--- src/sv/c2sd_pkg.sv ---
// Shared types, constants and the month table for the calendar to serial date converter.
// Depends on nothing; every other file of the block refers to it by scoped names.
`timescale 1ns / 1ps

package c2sd_pkg;

    // Word accepted on the date channel.
    typedef struct packed {
        logic [13:0] year;
        logic [3:0]  month;
        logic [4:0]  day;
        logic [4:0]  hour;
        logic [5:0]  minute;
        logic [15:0] millis;
    } date_word_t;

    // Word delivered on the serial channel.
    typedef struct packed {
        logic signed [22:0] serial_day;
        logic [31:0]        day_fraction;
        logic [2:0]         error_code;
    } serial_word_t;

    // Error codes, in the order the checks are made.
    localparam logic [2:0] ERR_NONE    = 3'd0;
    localparam logic [2:0] ERR_YEAR    = 3'd1;
    localparam logic [2:0] ERR_MONTH   = 3'd2;
    localparam logic [2:0] ERR_DAY     = 3'd3;
    localparam logic [2:0] ERR_HOUR    = 3'd4;
    localparam logic [2:0] ERR_MINUTE  = 3'd5;
    localparam logic [2:0] ERR_SECONDS = 3'd6;

    // Field limits.
    localparam logic [13:0] YEAR_FIRST     = 14'd1900;
    localparam logic [13:0] YEAR_LAST      = 14'd9999;
    localparam logic [13:0] YEAR_BEFORE    = 14'd1899;
    localparam logic [3:0]  MONTH_JAN      = 4'd1;
    localparam logic [3:0]  MONTH_FEB      = 4'd2;
    localparam logic [3:0]  MONTH_DEC      = 4'd12;
    localparam logic [4:0]  DAY_FIRST      = 5'd1;
    localparam logic [4:0]  DAY_LAST       = 5'd31;
    localparam logic [4:0]  DAY_FALSE_LEAP = 5'd29;
    localparam logic [4:0]  HOUR_LAST      = 5'd23;
    localparam logic [5:0]  MINUTE_LAST    = 6'd59;
    localparam logic [15:0] MS_PER_MINUTE  = 16'd60000;

    // Offset of the 1904 base year above 1900, in years.
    localparam logic [12:0] EPOCH_1904_OFS = 13'd4;

    // Time of day in milliseconds fits 27 bits.
    localparam int TOD_W = 27;
    localparam logic [TOD_W-1:0] TOD_MS_PER_HOUR   = 27'd3600000;
    localparam logic [TOD_W-1:0] TOD_MS_PER_MINUTE = 27'd60000;

    // Fraction of the day: floor(tod * 2^32 / 86400000) as floor(tod * RECIP / 2^44).
    // The reciprocal is rounded up; its error stays far below one step of the result.
    localparam int FRAC_SHIFT  = 44;
    localparam int RECIP_W     = 50;
    localparam int RECIP_HALF  = 25;
    localparam int FRAC_PP_W   = TOD_W + RECIP_HALF;
    localparam int FRAC_SUM_W  = TOD_W + RECIP_W;
    localparam logic [127:0] FRAC_RECIP_WIDE = ((128'd1 << 76) / 128'd86400000) + 128'd1;
    localparam logic [RECIP_W-1:0] FRAC_RECIP = RECIP_W'(FRAC_RECIP_WIDE);
    localparam logic [RECIP_HALF-1:0] FRAC_RECIP_LO = FRAC_RECIP[RECIP_HALF-1:0];
    localparam logic [RECIP_HALF-1:0] FRAC_RECIP_HI = FRAC_RECIP[RECIP_W-1:RECIP_HALF];

    // Division by 100 of values below 8400 as (x * 5243) >> 19.
    localparam logic [12:0] RECIP_100       = 13'd5243;
    localparam int          RECIP_100_SHIFT = 19;
    localparam logic [13:0] HUNDRED         = 14'd100;
    localparam logic [12:0] CENTURY_OFS     = 13'd300;

    // Serial day constants.
    localparam logic signed [22:0] SERIAL_ZERO        = 23'sd0;
    localparam logic signed [22:0] SERIAL_1899_IN_1904 = -23'sd1461;
    localparam logic signed [22:0] SERIAL_FALSE_LEAP  = 23'sd60;
    localparam logic signed [22:0] SERIAL_PRE_LEAP    = 23'sd59;
    localparam logic signed [22:0] DAYS_PER_YEAR      = 23'sd365;

    // Word held after the check stage.
    typedef struct packed {
        logic [2:0]         err;
        logic               epoch_1904;
        logic               fixed;
        logic signed [22:0] fixed_day;
        logic [12:0]        year_ofs;
        logic [3:0]         month;
        logic [4:0]         day;
        logic [TOD_W-1:0]   tod;
    } check_word_t;

    // Word held after the multiply stage.
    typedef struct packed {
        logic [2:0]             err;
        logic                   epoch_1904;
        logic                   fixed;
        logic signed [22:0]     fixed_day;
        logic [12:0]            year_ofs;
        logic [6:0]             cent;
        logic [6:0]             cent_ofs;
        logic                   early;
        logic signed [22:0]     days;
        logic [FRAC_PP_W-1:0]   pp_lo;
        logic [FRAC_PP_W-1:0]   pp_hi;
    } mul_word_t;

    // Word held after the sum stage.
    typedef struct packed {
        logic [2:0]         err;
        logic               epoch_1904;
        logic               fixed;
        logic signed [22:0] fixed_day;
        logic signed [22:0] total;
        logic [31:0]        frac;
    } sum_word_t;

    // Days before the first of a month in a common year.
    function automatic logic [8:0] month_start(input logic [3:0] month);
        logic [8:0] days;
        case (month)
            4'd2:    days = 9'd31;
            4'd3:    days = 9'd59;
            4'd4:    days = 9'd90;
            4'd5:    days = 9'd120;
            4'd6:    days = 9'd151;
            4'd7:    days = 9'd181;
            4'd8:    days = 9'd212;
            4'd9:    days = 9'd243;
            4'd10:   days = 9'd273;
            4'd11:   days = 9'd304;
            4'd12:   days = 9'd334;
            default: days = 9'd0;
        endcase
        return days;
    endfunction

endpackage

--- src/sv/c2sd_check.sv ---
// First pipeline stage: field checks, special dates and the time of day in milliseconds.
// Depends on c2sd_pkg.
`timescale 1ns / 1ps

module c2sd_check (
    input  logic                  clk,
    input  logic                  rst_n,
    input  logic                  load,
    input  logic                  epoch_1904,
    input  logic                  src_valid,
    input  c2sd_pkg::date_word_t  src_word,
    output logic                  dst_valid,
    output c2sd_pkg::check_word_t dst_word
);

    logic                  valid_reg;
    c2sd_pkg::check_word_t word_reg;
    c2sd_pkg::check_word_t word_next;
    logic                  zero_date;
    logic                  base_1899;
    logic [13:0]           year_diff;

    assign zero_date = (src_word.year == 14'd0) && (src_word.month == 4'd0)
                       && (src_word.day == 5'd0);
    assign base_1899 = (src_word.year == c2sd_pkg::YEAR_BEFORE)
                       && (src_word.month == c2sd_pkg::MONTH_DEC)
                       && (src_word.day == c2sd_pkg::DAY_LAST);
    assign year_diff = src_word.year - c2sd_pkg::YEAR_FIRST;

    // Checks in priority order, then the mapping of the special dates.
    always_comb
    begin
        word_next = '0;
        word_next.epoch_1904 = epoch_1904;

        if ((src_word.year < c2sd_pkg::YEAR_FIRST) && !zero_date && !base_1899)
        begin
            word_next.err = c2sd_pkg::ERR_YEAR;
        end
        else if (src_word.year > c2sd_pkg::YEAR_LAST)
        begin
            word_next.err = c2sd_pkg::ERR_YEAR;
        end
        else if ((src_word.year != 14'd0) && ((src_word.month < c2sd_pkg::MONTH_JAN)
                 || (src_word.month > c2sd_pkg::MONTH_DEC)))
        begin
            word_next.err = c2sd_pkg::ERR_MONTH;
        end
        else if ((src_word.year != 14'd0) && ((src_word.day < c2sd_pkg::DAY_FIRST)
                 || (src_word.day > c2sd_pkg::DAY_LAST)))
        begin
            word_next.err = c2sd_pkg::ERR_DAY;
        end
        else if (src_word.hour > c2sd_pkg::HOUR_LAST)
        begin
            word_next.err = c2sd_pkg::ERR_HOUR;
        end
        else if (src_word.minute > c2sd_pkg::MINUTE_LAST)
        begin
            word_next.err = c2sd_pkg::ERR_MINUTE;
        end
        else if (src_word.millis >= c2sd_pkg::MS_PER_MINUTE)
        begin
            word_next.err = c2sd_pkg::ERR_SECONDS;
        end
        else
        begin
            word_next.err = c2sd_pkg::ERR_NONE;
        end

        word_next.year_ofs  = year_diff[12:0];
        word_next.month     = src_word.month;
        word_next.day       = src_word.day;
        word_next.fixed_day = c2sd_pkg::SERIAL_ZERO;

        if (src_word.year == 14'd0)
        begin
            // A time with no date sits on the base date of the epoch.
            if (epoch_1904)
            begin
                word_next.year_ofs = c2sd_pkg::EPOCH_1904_OFS;
                word_next.month    = c2sd_pkg::MONTH_JAN;
                word_next.day      = c2sd_pkg::DAY_FIRST;
            end
            else
            begin
                word_next.fixed = 1'b1;
            end
        end
        else if (base_1899)
        begin
            word_next.fixed     = 1'b1;
            word_next.fixed_day = epoch_1904 ? c2sd_pkg::SERIAL_1899_IN_1904
                                             : c2sd_pkg::SERIAL_ZERO;
        end
        else if (!epoch_1904 && (src_word.year == c2sd_pkg::YEAR_FIRST)
                 && (src_word.month == c2sd_pkg::MONTH_FEB)
                 && (src_word.day == c2sd_pkg::DAY_FALSE_LEAP))
        begin
            // The false leap day of 1900.
            word_next.fixed     = 1'b1;
            word_next.fixed_day = c2sd_pkg::SERIAL_FALSE_LEAP;
        end

        word_next.tod = c2sd_pkg::TOD_W'(src_word.hour) * c2sd_pkg::TOD_MS_PER_HOUR
                        + c2sd_pkg::TOD_W'(src_word.minute) * c2sd_pkg::TOD_MS_PER_MINUTE
                        + c2sd_pkg::TOD_W'(src_word.millis);
    end

    // Stage valid bit.
    always_ff @(posedge clk or negedge rst_n)
    begin
        if (!rst_n)
        begin
            valid_reg <= 1'b0;
        end
        else if (load)
        begin
            valid_reg <= src_valid;
        end
    end

    // Stage data.
    always_ff @(posedge clk)
    begin
        if (load)
        begin
            word_reg <= word_next;
        end
    end

    assign dst_valid = valid_reg;
    assign dst_word  = word_reg;

endmodule

--- src/sv/c2sd_mul.sv ---
// Second pipeline stage: partial products of the day fraction, century quotients and year days.
// Depends on c2sd_pkg.
`timescale 1ns / 1ps

module c2sd_mul (
    input  logic                  clk,
    input  logic                  rst_n,
    input  logic                  load,
    input  logic                  src_valid,
    input  c2sd_pkg::check_word_t src_word,
    output logic                  dst_valid,
    output c2sd_pkg::mul_word_t   dst_word
);

    logic                 valid_reg;
    c2sd_pkg::mul_word_t  word_reg;
    c2sd_pkg::mul_word_t  word_next;
    logic [13:0]          year_ofs_300;
    logic [25:0]          cent_prod;
    logic [26:0]          cent_ofs_prod;
    logic signed [13:0]   span;
    logic signed [13:0]   quarter;
    logic                 quarter_fix;
    logic [9:0]           date_days;

    // Quotients by 100 through the reciprocal.
    assign year_ofs_300  = 14'(src_word.year_ofs) + 14'(c2sd_pkg::CENTURY_OFS);
    assign cent_prod     = 26'(src_word.year_ofs) * 26'(c2sd_pkg::RECIP_100);
    assign cent_ofs_prod = 27'(year_ofs_300) * 27'(c2sd_pkg::RECIP_100);

    // Years since the epoch and their leap days; a span just below the 1904 epoch
    // divides by four with truncation towards zero.
    assign span = $signed({1'b0, src_word.year_ofs})
                  - (src_word.epoch_1904 ? $signed(14'(c2sd_pkg::EPOCH_1904_OFS)) : 14'sd0);
    assign quarter_fix = src_word.epoch_1904 && (src_word.year_ofs != 13'd0)
                         && (src_word.year_ofs < c2sd_pkg::EPOCH_1904_OFS);
    assign quarter = $signed({3'b000, src_word.year_ofs[12:2]})
                     - (src_word.epoch_1904 ? 14'sd1 : 14'sd0)
                     + (quarter_fix ? 14'sd1 : 14'sd0);
    assign date_days = 10'(c2sd_pkg::month_start(src_word.month)) + 10'(src_word.day);

    always_comb
    begin
        word_next            = '0;
        word_next.err        = src_word.err;
        word_next.epoch_1904 = src_word.epoch_1904;
        word_next.fixed      = src_word.fixed;
        word_next.fixed_day  = src_word.fixed_day;
        word_next.year_ofs   = src_word.year_ofs;
        word_next.cent       = 7'(cent_prod >> c2sd_pkg::RECIP_100_SHIFT);
        word_next.cent_ofs   = 7'(cent_ofs_prod >> c2sd_pkg::RECIP_100_SHIFT);
        word_next.early      = (src_word.month <= c2sd_pkg::MONTH_FEB);
        word_next.days       = 23'(span) * c2sd_pkg::DAYS_PER_YEAR + 23'(quarter)
                               + $signed({13'd0, date_days});
        word_next.pp_lo      = c2sd_pkg::FRAC_PP_W'(src_word.tod)
                               * c2sd_pkg::FRAC_PP_W'(c2sd_pkg::FRAC_RECIP_LO);
        word_next.pp_hi      = c2sd_pkg::FRAC_PP_W'(src_word.tod)
                               * c2sd_pkg::FRAC_PP_W'(c2sd_pkg::FRAC_RECIP_HI);
    end

    // Stage valid bit.
    always_ff @(posedge clk or negedge rst_n)
    begin
        if (!rst_n)
        begin
            valid_reg <= 1'b0;
        end
        else if (load)
        begin
            valid_reg <= src_valid;
        end
    end

    // Stage data.
    always_ff @(posedge clk)
    begin
        if (load)
        begin
            word_reg <= word_next;
        end
    end

    assign dst_valid = valid_reg;
    assign dst_word  = word_reg;

endmodule

--- src/sv/c2sd_sum.sv ---
// Third pipeline stage: leap year test, century terms and the sum of the fraction products.
// Depends on c2sd_pkg.
`timescale 1ns / 1ps

module c2sd_sum (
    input  logic                clk,
    input  logic                rst_n,
    input  logic                load,
    input  logic                src_valid,
    input  c2sd_pkg::mul_word_t src_word,
    output logic                dst_valid,
    output c2sd_pkg::sum_word_t dst_word
);

    logic                               valid_reg;
    c2sd_pkg::sum_word_t                word_reg;
    c2sd_pkg::sum_word_t                word_next;
    logic [c2sd_pkg::FRAC_SUM_W-1:0]    frac_sum;
    logic [13:0]                        year_ofs_300;
    logic                               cent_year;
    logic                               quad_cent_year;
    logic                               leap;

    // Full product of the time of day and the reciprocal.
    assign frac_sum = {src_word.pp_hi, c2sd_pkg::RECIP_HALF'(0)}
                      + c2sd_pkg::FRAC_SUM_W'(src_word.pp_lo);

    // Leap year: divisible by four, and not a century unless divisible by 400.
    assign year_ofs_300   = 14'(src_word.year_ofs) + 14'(c2sd_pkg::CENTURY_OFS);
    assign cent_year      = (14'(src_word.year_ofs) == 14'(src_word.cent) * c2sd_pkg::HUNDRED);
    assign quad_cent_year = (year_ofs_300 == 14'(src_word.cent_ofs) * c2sd_pkg::HUNDRED)
                            && (src_word.cent_ofs[1:0] == 2'b00);
    assign leap           = (src_word.year_ofs[1:0] == 2'b00) && (!cent_year || quad_cent_year);

    always_comb
    begin
        word_next            = '0;
        word_next.err        = src_word.err;
        word_next.epoch_1904 = src_word.epoch_1904;
        word_next.fixed      = src_word.fixed;
        word_next.fixed_day  = src_word.fixed_day;
        word_next.frac       = frac_sum[c2sd_pkg::FRAC_SHIFT +: 32];
        word_next.total      = src_word.days
                               - $signed({16'd0, src_word.cent})
                               + $signed({18'd0, src_word.cent_ofs[6:2]})
                               - $signed({22'd0, leap && src_word.early});
    end

    // Stage valid bit.
    always_ff @(posedge clk or negedge rst_n)
    begin
        if (!rst_n)
        begin
            valid_reg <= 1'b0;
        end
        else if (load)
        begin
            valid_reg <= src_valid;
        end
    end

    // Stage data.
    always_ff @(posedge clk)
    begin
        if (load)
        begin
            word_reg <= word_next;
        end
    end

    assign dst_valid = valid_reg;
    assign dst_word  = word_reg;

endmodule

--- src/sv/c2sd_out.sv ---
// Last pipeline stage and output register: false leap day step, special dates and error masking.
// Depends on c2sd_pkg.
`timescale 1ns / 1ps

module c2sd_out (
    input  logic                   clk,
    input  logic                   rst_n,
    input  logic                   load,
    input  logic                   src_valid,
    input  c2sd_pkg::sum_word_t    src_word,
    output logic                   dst_valid,
    output c2sd_pkg::serial_word_t dst_word
);

    logic                   valid_reg;
    c2sd_pkg::serial_word_t word_reg;
    c2sd_pkg::serial_word_t word_next;
    logic                   step;

    // In the 1900 epoch every day after the false leap day is one higher.
    assign step = !src_word.epoch_1904 && (src_word.total > c2sd_pkg::SERIAL_PRE_LEAP);

    always_comb
    begin
        word_next = '0;
        if (src_word.err != c2sd_pkg::ERR_NONE)
        begin
            word_next.serial_day   = c2sd_pkg::SERIAL_ZERO;
            word_next.day_fraction = 32'd0;
            word_next.error_code   = src_word.err;
        end
        else
        begin
            word_next.serial_day   = src_word.fixed ? src_word.fixed_day
                                     : src_word.total + $signed({22'd0, step});
            word_next.day_fraction = src_word.frac;
            word_next.error_code   = c2sd_pkg::ERR_NONE;
        end
    end

    // Stage valid bit.
    always_ff @(posedge clk or negedge rst_n)
    begin
        if (!rst_n)
        begin
            valid_reg <= 1'b0;
        end
        else if (load)
        begin
            valid_reg <= src_valid;
        end
    end

    // Output data.
    always_ff @(posedge clk)
    begin
        if (load)
        begin
            word_reg <= word_next;
        end
    end

    assign dst_valid = valid_reg;
    assign dst_word  = word_reg;

endmodule

--- src/sv/calendar_to_serial_date_top.sv ---
// Calendar date and time of day to serial day number and Q0.32 day fraction.
// Calendar date and time of day in, serial day and day fraction out.
//
// Use: a date word (year, month, day, hour, minute, millis) is taken on the
// date channel when date_valid and date_ready are both high. One serial word
// (serial_day, day_fraction, error_code) leaves on the serial channel for each
// date word, in order, when serial_valid and serial_ready are both high.
// The epoch is chosen by the one-bit register written on the cfg channel
// (1 for the 1904 epoch); cfg_ready is always high. Write it only while the
// block is empty.
// A date word passes through the check, multiply, sum and output registers before
// serial_valid shows its serial word. A new word can be taken in every cycle while
// serial_ready is high, so throughput is one word per cycle; the block is a
// four-stage pipeline, and its multiply stage holds the 27 by 25 bit partial
// products of the day fraction.
// Reset clears every stage valid bit and selects the 1900 epoch. While the
// receiver holds serial_ready low, the words stay in their stages and
// date_ready falls once all four stages are full; nothing is lost or repeated.
// Depends on c2sd_pkg and the four stage modules.
`timescale 1ns / 1ps

module calendar_to_serial_date_top (
    input  logic                   clk,
    input  logic                   rst_n,
    input  logic                   cfg_valid,
    output logic                   cfg_ready,
    input  logic                   cfg_data,
    input  logic                   date_valid,
    output logic                   date_ready,
    input  c2sd_pkg::date_word_t   date_word,
    output logic                   serial_valid,
    input  logic                   serial_ready,
    output c2sd_pkg::serial_word_t serial_word
);

    logic                  epoch_1904_reg;
    logic                  load_check;
    logic                  load_mul;
    logic                  load_sum;
    logic                  load_out;
    logic                  check_valid;
    logic                  mul_valid;
    logic                  sum_valid;
    c2sd_pkg::check_word_t check_word;
    c2sd_pkg::mul_word_t   mul_word;
    c2sd_pkg::sum_word_t   sum_word;

    // Epoch register.
    assign cfg_ready = 1'b1;

    always_ff @(posedge clk or negedge rst_n)
    begin
        if (!rst_n)
        begin
            epoch_1904_reg <= 1'b0;
        end
        else if (cfg_valid && cfg_ready)
        begin
            epoch_1904_reg <= cfg_data;
        end
    end

    // A stage loads when it is empty or the stage after it moves on.
    assign load_out   = !serial_valid || serial_ready;
    assign load_sum   = !sum_valid || load_out;
    assign load_mul   = !mul_valid || load_sum;
    assign load_check = !check_valid || load_mul;
    assign date_ready = load_check;

    c2sd_check u_check (
        .clk        (clk),
        .rst_n      (rst_n),
        .load       (load_check),
        .epoch_1904 (epoch_1904_reg),
        .src_valid  (date_valid),
        .src_word   (date_word),
        .dst_valid  (check_valid),
        .dst_word   (check_word)
    );

    c2sd_mul u_mul (
        .clk       (clk),
        .rst_n     (rst_n),
        .load      (load_mul),
        .src_valid (check_valid),
        .src_word  (check_word),
        .dst_valid (mul_valid),
        .dst_word  (mul_word)
    );

    c2sd_sum u_sum (
        .clk       (clk),
        .rst_n     (rst_n),
        .load      (load_sum),
        .src_valid (mul_valid),
        .src_word  (mul_word),
        .dst_valid (sum_valid),
        .dst_word  (sum_word)
    );

    c2sd_out u_out (
        .clk       (clk),
        .rst_n     (rst_n),
        .load      (load_out),
        .src_valid (sum_valid),
        .src_word  (sum_word),
        .dst_valid (serial_valid),
        .dst_word  (serial_word)
    );

endmodule
--- config.mk ---
export PLATFORM = sky130hd
export DESIGN_NAME = calendar_to_serial_date_top
export DESIGN_NICKNAME = d
export VERILOG_FILES = /design/src/sv/c2sd_pkg.sv /design/src/sv/c2sd_check.sv /design/src/sv/c2sd_mul.sv /design/src/sv/c2sd_sum.sv /design/src/sv/c2sd_out.sv /design/src/sv/calendar_to_serial_date_top.sv
export SDC_FILE = /design/constraint.sdc
export NUM_CORES = 2
export LEC_CHECK = 0
export BUFFER_PORTS_ARGS = -buffer_cell sky130_fd_sc_hd__buf_2
export CORE_ASPECT_RATIO = 0.9
export CORE_UTILIZATION = 47
export CTS_CLUSTER_SIZE = 8
export DETAILED_ROUTE_END_ITERATION = 8
export HOLD_SLACK_MARGIN = 0.08
export MAX_ROUTING_LAYER = met4
export SLEW_MARGIN = 25
export SYNTH_ARGS = -nofsm -noshare
export SYNTH_HDL_FRONTEND = slang
export SYNTH_SLANG_ARGS = --single-unit
--- constraint.sdc ---
create_clock -name clk -period 8.6 [get_ports clk]
set_input_delay 0.86 -clock clk [delete_from_list [all_inputs] [get_ports clk]]
set_output_delay 0.86 -clock clk [all_outputs]
set_load 0.02 [all_outputs]
* Yosys cells after proc, flatten, opt, wreduce, memory -nomap -nowiden
Memories as Yosys holds them, arrays and structs flattened. A register that Yosys moved wholly into a read port is not among the register bits. Cells that the tools add are included.
Storage, ports and cells: flip-flop bits (word level) 405, bits in read-only memories 144, input bits 56, output and inout bits 61, word-level logic and storage cells 140, memories 1
Operators by class: add/sub/neg operators 16, multiply operators 9, order comparisons 12, equality and inequality tests 8, muxes and demuxes 17, reduce and logical (&&, ||, !) cells 43
Memory list:
- (no name shown) | words 16, width 9, rd ports 1, clocked after Yosys merged registers in 1, write ports 0, line c2sd_pkg.sv:120 | case (month)
Operators by type and width (count):
- adder 76 x 52 -> 76 bit | 1
- multiplier 27 x 25 -> 52 bit (second input constant) | 1
- multiplier 27 x 25 -> 51 bit (second input constant) | 1
- two-way mux 24 bit | 2
- two-way mux 23 bit | 2
- two-way mux 22 bit | 2
- adder 13 x 9 -> 14 bit (second input constant) | 2
- equality test 14 x 11 -> 1 bit (second input constant) | 2
- adder 27 x 16 -> 27 bit | 1
- adder 27 x 22 -> 27 bit | 1
- multiplier 13 x 13 -> 26 bit (second input constant) | 1
- multiplier 14 x 13 -> 26 bit (second input constant) | 1
- multiplier 7 x 5 -> 12 bit (second input constant) | 2
- adder 23 x 11 -> 23 bit | 1
- adder 23 x 14 -> 23 bit | 1
- adder 23 x 2 -> 23 bit | 1
- adder 23 x 6 -> 23 bit | 1
- > comparator 23 x 7 -> 1 bit (second input constant) | 1
- multiplier 14 x 10 -> 23 bit (second input constant) | 1
- subtractor 23 x 2 -> 23 bit | 1
- subtractor 23 x 8 -> 23 bit | 1
- multiplier 5 x 15 -> 20 bit (second input constant) | 1
- logical AND 1 bit | 17
- multiplier 6 x 11 -> 17 bit (second input constant) | 1
- 35 further kinds | 59

* Depth between registers and ports, before layout
depth in word-level cells 7, depth in mapped cells 39

* Cells and area by module
From an unflattened synthesis, not the netlist that was laid out.
Second synthesis, totals: cell total of the unflattened synthesis 5376, area total of the unflattened synthesis 56715.6 µm²
Modules (own cells, without submodules):
- c2sd_mul | instances 1, cells each 3924, area each 41070.6 µm², sequential area each 5490.3 µm²
- c2sd_sum | instances 1, cells each 604, area each 6581.3 µm², sequential area each 2517.4 µm²
- c2sd_check | instances 1, cells each 617, area each 6177.2 µm², sequential area each 1736.7 µm²
- c2sd_out | instances 1, cells each 222, area each 2802.7 µm², sequential area each 1766.7 µm²
- calendar_to_serial_date_top | instances 1, cells each 9, area each 83.8 µm², sequential area each 25.0 µm²

* Worst setup path after synthesis
OpenSTA, ideal clock, no wires.
path type register to register, start point reg u_check.word_reg, in the netlist u_check.dst_word[41], end point reg u_mul.word_reg, in the netlist u_mul.dst_word[125] (data pin), library setup time 0.266 ns, arrival time 7.244 ns, required time 8.334 ns, path slack 1.090 ns, cell stages (with the launch flop) 38, clock period less this slack 7.510 ns, path through edfxtp_1 inv_1 ha_1 nand2_1 nand2_1 nand2_1 nand2_1 nand2_1 a2111o_1 ha_1 inv_1 ha_1 inv_1 fa_1 o21bai_1 a21oi_1 o21bai_1 a21oi_1 [... 2 more ...] xor2_1 fa_1 inv_1 fa_1 inv_1 fa_1 inv_1 fa_1 inv_1 ha_1 inv_1 o21bai_1 a31oi_1 o21ai_0 o41ai_1 o21ai_0 o41ai_1 xnor2_1
RTL lines:
- start: declaration | line c2sd_check.sv:17 | c2sd_pkg::check_word_t word_reg;
- start signal: assignment | line c2sd_check.sv:128 | word_reg <= word_next;
- end signal: assignment | line c2sd_mul.sv:79 | word_reg <= word_next;
- end: declaration | line c2sd_mul.sv:16 | c2sd_pkg::mul_word_t word_reg;

==> impl_metrics.json <==
{
  "wl_met1_um": 59500,
  "synth-compound-area-share_pct": 6.88,
  "hp-class": "input pin to register",
  "place.port_buffers": 115,
  "cts.clk_slew.worst_paths_ns": 0.06,
  "cp-end-kind": "register",
  "die-area_mm2": 0.114,
  "first_pass_iters": 7,
  "via_per_inst": 5.04,
  "initial_core_util_pct": 47.5,
  "grt_pass1_wl_um": 203000,
  "drive_above_1_share_pct": 5.12,
  "muxShareOfSynthArea_pct": 0.262,
  "route.met3.wl_um": 8510,
  "drc": 20,
  "wl_met2_um": 59700,
  "crit_buf_inv": 5,
  "synth_adder_area_share_pct": 54.0,
  "cts_setup_buffers": 0,
  "fin_tns_setup_ns": 0,
  "drtAntennaViolNets": 0,
  "rows": 116,
  "synth_top_family_by_area": "adder cells",
  "crit_path_max_incr_delay_ns": 0.95,
  "tightest_slew_ns": 0.983,
  "syn_inst": 4997,
  "gr-total-overflow": 0,
  "die_h_um": 321,
  "routedWlPerCell_um": 19.6,
  "avgSynthCellArea_um2": 10.6,
  "synthToLayoutAreaGrowth_pct": 7.90,
  "clock-sinks": 329,
  "ys_seq_area_share_pct": 18.4,
  "crit_fanout": 12,
  "critical_path.most_common_cell": "fa_1",
  "dp_cells": 6613,
  "clockRootBuffer": "clkbuf_16",
  "numCtsBuffers": 49,
  "clk_latency_ns": 0.65,
  "track_usage_pct": 24.3,
  "synth_edf_count": 315,
  "synthesis.nets": 6847,
  "synth_flop_cell": "edfxtp_1",
  "async_reset_ff_share_pct": 1.52,
  "fin_skew_ns": 0.0422,
  "final_nets": 7041,
  "yosysWarnings": 0,
  "via_count": 33714,
  "drv_cap": 0,
  "final_common_cell": "inv_1",
  "yosysUniqueCellTypes": 81,
  "slowest_stage": "edfxtp_1",
  "setup_violations": 0,
  "grt_max_degree": 65,
  "clockBufferDepth": 3,
  "antenna_found_initial": 2,
  "cts_tree": "done",
  "min_period_over_period_pct": 91.5,
  "num_io_pins": 117,
  "rsz0062_at_grt": "false",
  "layout_common_cells": "inv_1 (1,418), ha_1 (969), fa_1 (825), edfxtp_1 (315), xnor2_1 (210)",
  "synth-simple-area-share_pct": 5.40,
  "coreArea_mm2": 0.111,
  "die-width_um": 356,
  "largest_reg_flops": 137,
  "ys_seq_elements": 329,
  "cpLargestDelayFamily": "adder cells",
  "stdcell_count": 6689,
  "worst-setup-path-type": "register to register",
  "drt-initial-drc-count": 1759,
  "maxSlewHeadroom_pct": 34.4,
  "cp.arrival_ns": 8.25,
  "gp_congestion": 1.01,
  "violations": "DRC",
  "critPathLaunchType": "register",
  "maxSlewViolCount": 0,
  "period_needed_ns": 7.87,
  "dr.max_layer_used": "met4",
  "synthXorXnorAreaFrac_pct": 4.79,
  "dpl.hpwl_um": 115000,
  "utilization_pct": 51.3,
  "hold_viol": 0,
  "first_global_vias": 35160,
  "fmax_mhz": 127,
  "htreeDepth": 2,
  "syn_area_mm2": 0.0530,
  "worstPathRequired_ns": 8.98,
  "drt-total-wl_um": 131000,
  "cp_cell_sequence": "fa_1, fa_1, inv_1, fa_1, inv_1, fa_1, inv_1, fa_1, fa_1, inv_1, fa_1, ha_1, nand3_1, or2_2, nor4_2, o31ai_2, buf_4, a2111oi_2, o2111a_1, o31ai_4, o21ai_1, a21oi_1, xnor2_1",
  "outcome": "finished with violations"
}
-- stage by stage --
stage | hold slack (ns) | cell area [um^2] | setup WS, ns
floorplan | 0.400 | 53000 | 1.09
global placement | 0.404 | 55700 | 0.659
detailed placement | 0.407 | 55700 | 0.638
CTS | 0.370 | 57200 | 0.599
global route | 0.387 | 57200 | 0.126
finish | 0.412 | 57200 | 0.734
-- synthesized netlist by cell type (all sizes together) (32+ instances only) --
| cell | instances | area, um^2 |
|---|---|---|
| a21o | 85 | 638 |
| xor2 | 80 | 701 |
| fa | 825 | 16500 |
| edfxtp | 315 | 9460 |
| and2 | 49 | 307 |
| xnor2 | 210 | 1840 |
| nand2 | 128 | 480 |
| inv | 1419 | 5330 |
| nand3 | 57 | 285 |
| nand2b | 32 | 200 |
| o21bai | 32 | 240 |
| nor2 | 126 | 473 |
| nor3 | 42 | 215 |
| ha | 969 | 12100 |
| o21ai | 129 | 646 |
| a21oi | 170 | 855 |
-- repair_timing --
item | 4_1_cts | 5_1_grt
setup endpoints to repair | 0 | 1
gates resized for setup | 0 | 1
hold buffers | 1 | 0
endpoints found under the hold margin | 5 | 0
-- per-layer routing --
metal | track usage, % | vias to the layer above
met4 | 5.60 | 0
met5 | - | -
met1 | 32.9 | 16566
met3 | 5.08 | 145
li1 | - | 16280
met2 | 37.4 | 723
-- cells by family after synthesis --
group | count (synthesis)
XOR/XNOR | 290
multiplexers | 13
buffers and inverters | 1438
flip-flops | 329
other | 1
AND/OR/NAND/NOR | 569
adder cells (fa/ha/maj) | 1794
AO/OA/AOI/OAI | 563
-- worst paths after layout --
check / startpoint / to / slack (ns) / cells past startpoint
min: date_word[4] / u_check.dst_word[4] / 0.41 / 1
max reg2reg: u_check.dst_word[9] / u_mul.dst_word[102] / 0.73 / 23
min in group asynchronous: rst_n / u_check.dst_valid / 0.60 / 2
max: u_check.dst_word[9] / u_mul.dst_word[102] / 0.73 / 23
max in group asynchronous: rst_n / u_sum.dst_valid / 7.87 / 2
min reg2reg: u_mul.dst_word[181] / u_sum.dst_word[81] / 0.42 / 0
-- layout make-up --
class / count / area, um^2
diodes: 3 / 7.51
well taps: 1475 / 1850
fillers: 10174 / 54300
clock buffers: 63 / 1300
repair buffers: 162 / 938
clock inverters: 8 / 143
inverters: 1419 / 5330
flip-flops and latches: 329 / 9760
multi-input cells: 3230 / 37900
Power is left out: the tool's default activity adds up to more than one toggle a clock period on the data nets, which glitch-free logic cannot reach.
